`src/rtl/core/tci_pkg.sv`:
```
// ----------------------------------------------------------------------------
// tci_pkg
// Shared types, widths and helpers of the trilinear cell interpolator.
// ----------------------------------------------------------------------------
`default_nettype none

package tci_pkg;

  localparam int unsigned NODE_DEPTH_DEF = 4096;
  localparam int unsigned CELL_DEPTH_DEF = 1024;
  localparam int unsigned CORNERS        = 8;

  localparam int unsigned OP_W    = 2;
  localparam int unsigned NODE_W  = 12;
  localparam int unsigned CELL_W  = 10;
  localparam int unsigned SLOT_W  = 3;
  localparam int unsigned POS_W   = 32;
  localparam int unsigned COEF_W  = 17;
  localparam int unsigned FRAC_W  = 16;

  localparam int unsigned MA_W    = 34;
  localparam int unsigned MB_W    = 18;
  localparam int unsigned PROD_W  = MA_W + MB_W;
  localparam int unsigned ACC_W   = 50;
  localparam int unsigned WLO     = 2 * FRAC_W;

  localparam logic [COEF_W-1:0] ONE_Q16 = COEF_W'(1 << FRAC_W);

  typedef enum logic [OP_W-1:0] {
    OP_WR_NODE   = 2'd0,
    OP_WR_CORNER = 2'd1,
    OP_QUERY     = 2'd2,
    OP_NONE      = 2'd3
  } opcode_e;

  typedef enum logic [2:0] {
    ST_IDLE,
    ST_MUL_AB,
    ST_MUL_ABC,
    ST_MUL_X,
    ST_MUL_Y,
    ST_MUL_Z,
    ST_FLUSH,
    ST_OUT
  } state_e;

  typedef enum logic [2:0] {
    MOP_AB,
    MOP_ABC,
    MOP_X,
    MOP_Y,
    MOP_Z
  } mop_e;

  typedef struct packed {
    logic              clr;
    logic              mul_en;
    mop_e              op;
    logic [SLOT_W-1:0] corner;
    logic              node_ok;
    logic              load;
  } mac_ctrl_t;

  function automatic logic [COEF_W-1:0] clamp_coef(input logic [COEF_W-1:0] c);
    clamp_coef = (c > ONE_Q16) ? ONE_Q16 : c;
  endfunction

endpackage

`default_nettype wire

```
`src/rtl/core/tci_mac.sv`:
```
// ----------------------------------------------------------------------------
// tci_mac
// Shared 34x18 signed multiplier with weight build-up and three accumulators.
// ----------------------------------------------------------------------------
`default_nettype none

module tci_mac
  import tci_pkg::*;
(
  input  wire logic                    clk_i,
  input  wire logic                    rst_ni,
  input  wire mac_ctrl_t               ctrl_i,
  input  wire logic [COEF_W-1:0]       coef_u_i,
  input  wire logic [COEF_W-1:0]       coef_v_i,
  input  wire logic [COEF_W-1:0]       coef_w_i,
  input  wire logic [POS_W-1:0]        pos_x_i,
  input  wire logic [POS_W-1:0]        pos_y_i,
  input  wire logic [POS_W-1:0]        pos_z_i,
  output logic      [POS_W-1:0]        interp_x_o,
  output logic      [POS_W-1:0]        interp_y_o,
  output logic      [POS_W-1:0]        interp_z_o
);

  logic [COEF_W-1:0]        cu_q, cv_q, cw_q;
  logic [COEF_W-1:0]        wt_q;
  logic signed [PROD_W-1:0] prod_q, prod_d;
  logic signed [ACC_W-1:0]  acc_x_q, acc_y_q, acc_z_q;
  logic signed [ACC_W-1:0]  acc_cur, acc_sum;
  logic [POS_W-1:0]         res_x_q, res_y_q, res_z_q;
  logic                     acc_en_q, acc_en_d;
  mop_e                     acc_sel_q;

  logic [COEF_W-1:0]        fa, fb, fc;
  logic [COEF_W-1:0]        wt_new;
  logic signed [MA_W-1:0]   ma;
  logic signed [MB_W-1:0]   mb;
  logic [POS_W-1:0]         pos_sel;

  assign fa     = ctrl_i.corner[0] ? cu_q : ONE_Q16 - cu_q;
  assign fb     = ctrl_i.corner[1] ? cv_q : ONE_Q16 - cv_q;
  assign fc     = ctrl_i.corner[2] ? cw_q : ONE_Q16 - cw_q;
  assign wt_new = prod_q[WLO+COEF_W-1:WLO];

  always_comb begin
    pos_sel = '0;
    ma      = '0;
    mb      = '0;
    unique case (ctrl_i.op)
      MOP_AB: begin
        ma = MA_W'(fa);
        mb = MB_W'(fb);
      end
      MOP_ABC: begin
        ma = prod_q[MA_W-1:0];
        mb = MB_W'(fc);
      end
      MOP_X: begin
        pos_sel = pos_x_i;
        mb      = MB_W'(wt_new);
      end
      MOP_Y: begin
        pos_sel = pos_y_i;
        mb      = MB_W'(wt_q);
      end
      MOP_Z: begin
        pos_sel = pos_z_i;
        mb      = MB_W'(wt_q);
      end
      default: begin
        ma = '0;
      end
    endcase
    if (ctrl_i.op == MOP_X || ctrl_i.op == MOP_Y || ctrl_i.op == MOP_Z) begin
      ma = ctrl_i.node_ok ? MA_W'($signed(pos_sel)) : '0;
    end
  end

  assign prod_d   = ma * mb;
  assign acc_en_d = ctrl_i.mul_en &&
                    (ctrl_i.op == MOP_X || ctrl_i.op == MOP_Y || ctrl_i.op == MOP_Z);

  always_comb begin
    case (acc_sel_q)
      MOP_Y:   acc_cur = acc_y_q;
      MOP_Z:   acc_cur = acc_z_q;
      default: acc_cur = acc_x_q;
    endcase
  end

  assign acc_sum = acc_cur + ACC_W'(prod_q);

  always_ff @(posedge clk_i or negedge rst_ni) begin
    if (!rst_ni) begin
      acc_en_q <= 1'b0;
    end else if (ctrl_i.clr) begin
      acc_en_q <= 1'b0;
    end else begin
      acc_en_q <= acc_en_d;
    end
  end

  always_ff @(posedge clk_i) begin
    if (ctrl_i.mul_en) begin
      prod_q    <= prod_d;
      acc_sel_q <= ctrl_i.op;
    end
    if (ctrl_i.mul_en && ctrl_i.op == MOP_X) begin
      wt_q <= wt_new;
    end
    if (ctrl_i.clr) begin
      cu_q    <= clamp_coef(coef_u_i);
      cv_q    <= clamp_coef(coef_v_i);
      cw_q    <= clamp_coef(coef_w_i);
      acc_x_q <= '0;
      acc_y_q <= '0;
      acc_z_q <= '0;
    end else if (acc_en_q) begin
      case (acc_sel_q)
        MOP_Y:   acc_y_q <= acc_sum;
        MOP_Z:   acc_z_q <= acc_sum;
        default: acc_x_q <= acc_sum;
      endcase
    end
    if (ctrl_i.load) begin
      res_x_q <= acc_x_q[FRAC_W+POS_W-1:FRAC_W];
      res_y_q <= acc_y_q[FRAC_W+POS_W-1:FRAC_W];
      res_z_q <= acc_z_q[FRAC_W+POS_W-1:FRAC_W];
    end
  end

  assign interp_x_o = res_x_q;
  assign interp_y_o = res_y_q;
  assign interp_z_o = res_z_q;

endmodule

`default_nettype wire

```
`config.mk`:
```
export PLATFORM = sky130hd
export DESIGN_NAME = tci_mac
export DESIGN_NICKNAME = d
export VERILOG_FILES = /design/src/rtl/core/tci_pkg.sv /design/src/rtl/core/tci_mac.sv
export SDC_FILE = /design/constraint.sdc
export NUM_CORES = 2
export LEC_CHECK = 0
export ABC_CLOCK_PERIOD_IN_PS = 10980
export BUFFER_PORTS_ARGS = -buffer_cell sky130_fd_sc_hd__clkbuf_2
export CAP_MARGIN = 10
export CORE_AREA = 2 2 268 270
export CTS_CLUSTER_SIZE = 28
export DETAILED_ROUTE_END_ITERATION = 7
export DIE_AREA = 0 0 270 272
export PLACE_DENSITY = 0.71
export SYNTH_ARGS = -nofsm -noshare
export SYNTH_HDL_FRONTEND = slang
export SYNTH_SLANG_ARGS = --single-unit
```
`constraint.sdc`:
```
create_clock -name clk_i -period 10.98 [get_ports clk_i]
set_input_delay 0 -clock clk_i [delete_from_list [all_inputs] [get_ports clk_i]]
set_output_delay 0 -clock clk_i [all_outputs]
set_load 0.1 [all_outputs]
```
==> results by group <==
STA
  • Final setup skew: 0.0222 ns
  • Setup_tns: 0 ns
  • Crit path time final: 9.27 ns
  • RSZ-0062 raised after global routing: false
  • Fmax: 108 MHz
  • # setup viols final: 0
  • Worst setup margin: 1.71 ns
  • Least-Margin Pin Slew: 1.19 ns
  • Slew headroom: 19.6%
  • Final hold vios: 0
  • Fin crit share: 84.4%
  • Slew Limit Fails: 0
  • WHS: 0.0483 ns

Setup path
  • Worst setup EP type: flop
  • Kind of critical path: input port to flop
  • CP arrival: 9.54 ns
  • CP Max Fanout: 19
  • Req. time, crit path: 11.25 ns
  • Startpoint Class: input port

Clock tree
  • CTS Buf Count: 35
  • CTS sink cnt: 361
  • CTS resizes: 0
  • Reg clk slew, reported paths: 0.06 ns
  • Bufs on Longest Clock Path: 3
  • Post-CTS setup buffers: 0
  • H-tree depth: 2
  • Clock Latency Late Sink: 0.54 ns
  • TritonCTS clock tree: yes
  • Cell chosen for the clock root: clkbuf_16

Die
  • Overall die width: 270 um
  • FP Rows: 98
  • Initial core utilization: 52.5%
  • Die ar.: 73400 um^2
  • Die Ht: 272 um
  • Boundary Pins: 255
  • Core ar.: 70800 um^2

Yosys
  • Synth top area share: 28.7%
  • Register area share after synthesis: 25.3%
  • Cell Area, Synth: 37100 um^2
  • Synth area leader: fa_1
  • Count leader, synth: nand2_1
  • YS warnings: 0
  • Most frequent cells after synthesis: 640 x nand2_1, 612 x inv_1, 532 x fa_1
  • Synth Instances: 4100
  • Post-synth EDFFs: 216
  • Share of flip-flops with an asynchronous set or reset: 0.277%
  • Synth Flop Type: edfxtp_1
  • Syn_nets: 4956
  • Seq cells post-synth: 361
  • Top cells by area, synth: fa_1 29%, edfxtp_1 17%, dfxtp_1 7.8%
  • Netlist cell types: 83
  • Mapped Avg Cell Area: 9.06 um^2

Placement
  • PortBufs: 254
  • Place WS: 2.01 ns
  • Detail Placement HPWL: 86900 um
  • Final Wtd Congestion: 0.981
  • Dpl cells: 5155

Hold path
  • Worst Hold Class: input port to flop

Final layout
  • Final Util: 58.0%
  • Non-Filler Instances: 5276
  • Final #Nets: 5154
  • Share of cells above drive strength 1: 9.41%
  • Area added between synthesis and finish: 10.6%

Route
  • Post-Route WL: 113000 um
  • ANT nets after route: 0
  • DR vias: 30499
  • Drt initial violations: 3362
  • DR WL/cell: 21.4 um
  • Vias per inst: 5.78
  • DR pass1 iterations: 8
  • DR DRC count: 0

Run
  • Max_cap viols: 0

GRT
  • First-pass GRT wire length: 174000 um
  • Initial antenna violation count: 1
  • Vias in the first global route: 30371
  • Pin count of the biggest net entering global routing: 114
  • Grt ovf: 0
  • Tot GR Track Use: 30.8%

Pwr
  • Pleak: 18.7 nW
  • VDD IR max: 0.142 mV
  • Power Dens Cells: 194 nW/um^2

Status
  • Status: finished, final reports clean
worst max-delay path, cell delays in order:
cell           delay (ns)
dlygate4sd3_1        0.59
clkbuf_2             0.32
nand2b_1             0.62
o21ai_0              0.86
nand2_1              0.22
nor2_1               0.13
a21oi_1              0.09
o22ai_1              0.91
nand2_1              0.19
fa_1                 0.53
fa_1                 0.54
inv_1                0.06
fa_1                 0.52
fa_1                 0.43
fa_1                 0.48
inv_1                0.05
fa_1                 0.47
inv_1                0.04
ha_1                 0.37
o21a_1               0.18
o21ai_0              0.13
a2111oi_0            0.38
a21bo_2              0.28
a211oi_1             0.40
o211ai_1             0.22
a21oi_1              0.25
or4_1                0.14
o2111ai_1            0.11
power breakdown:
group | internal [W] | switching [W] | leakage (nW)
registers | 0.00173 | 0.000219 | 3.33
logic | 0.00176 | 0.00302 | 14.8
clock network | 0.000710 | 0.000537 | 0.559
metal layers:
| layer | global-route usage [%] | wire (um) |
|---|---|---|
| met1 | 41.1 | 44600 |
| met3 | 6.56 | 11900 |
| met5 | 0 | 0 |
| met4 | 12.6 | 5050 |
| met2 | 49.2 | 51500 |
cell type report:
type	instances	area, um^2
well taps	950	1190
multi-input cells	2922	24700
repair buffers	366	2260
fillers	6196	29700
clock buffers	42	933
flip-flops and latches	361	9390
inverters	612	2300
diodes	1	2.50
clock inverters	22	241
through the flow:
stage | cell area (um^2) | total power, W
6_report | 41100 | 0.00798
5_1_grt | 41100 | 0.00854
4_1_cts | 41100 | 0.00789
3_5_place_dp | 39300 | 0.00663
3_3_place_gp | 39300 | 0.00657
2_1_floorplan | 37100 | 0.00526
cell usage in the layout, fill, tap and decap left out, drive strengths merged, types with 30 or more instances in the layout:
cell type      n
mux2i         42
nand2        641
o21a          30
ha           165
edfxtp       216
clkbuf       293
inv          615
a22oi         62
dfxtp        144
dlygate4sd3   56
nand3b        36
nor2         422
nand3         34
xor2          52
buf           59
nor2b         63
a21oi        229
fa           532
nor3          43
a21o          40
xnor2         81
nand2b        30
o21ai        122
registers in the layout (all words and copies together), names as in the netlist:
register	flops
wt_q	17
interp_x_o	32
cw_q	17
acc_sel_q	3
acc_y_q	48
acc_z_q	48
acc_en_q	1
acc_x_q	48
prod_q	49
interp_y_o	32
cu_q	17
cv_q	17
interp_z_o	32
cells by family after synthesis:
group | after synthesis | synth area share [%]
DFF | 361 | 25.3
xor gates and xnor gates | 133 | 3.14
adders and majority gates | 697 | 34.2
muxes | 47 | 1.34
buffers and inverters | 817 | 8.35
and+or+nand+nor | 1369 | 16.0
AOI/OAI and AO/OA | 676 | 11.6
final timing paths:
kind                            start    endpoint  slack, ns  cells after the start
max                         ctrl_i[7]  prod_q[45]       1.71                     28
min                         ctrl_i[9]     cv_q[8]       0.05                      1
max reg2reg                   cw_q[3]  prod_q[45]       1.98                     24
min reg2reg                acc_z_q[6]  acc_z_q[6]       0.45                      2
max in group asynchronous      rst_ni    acc_en_q      10.52                      3
min in group asynchronous      rst_ni    acc_en_q       0.34                      3
timing repair:
item                                    CTS  global route
endpoints found under the hold margin    89             0
hold buffers                             56             0
endpoints found under the setup margin    0             0
No activity file was read; power rests on OpenSTA's default activity.
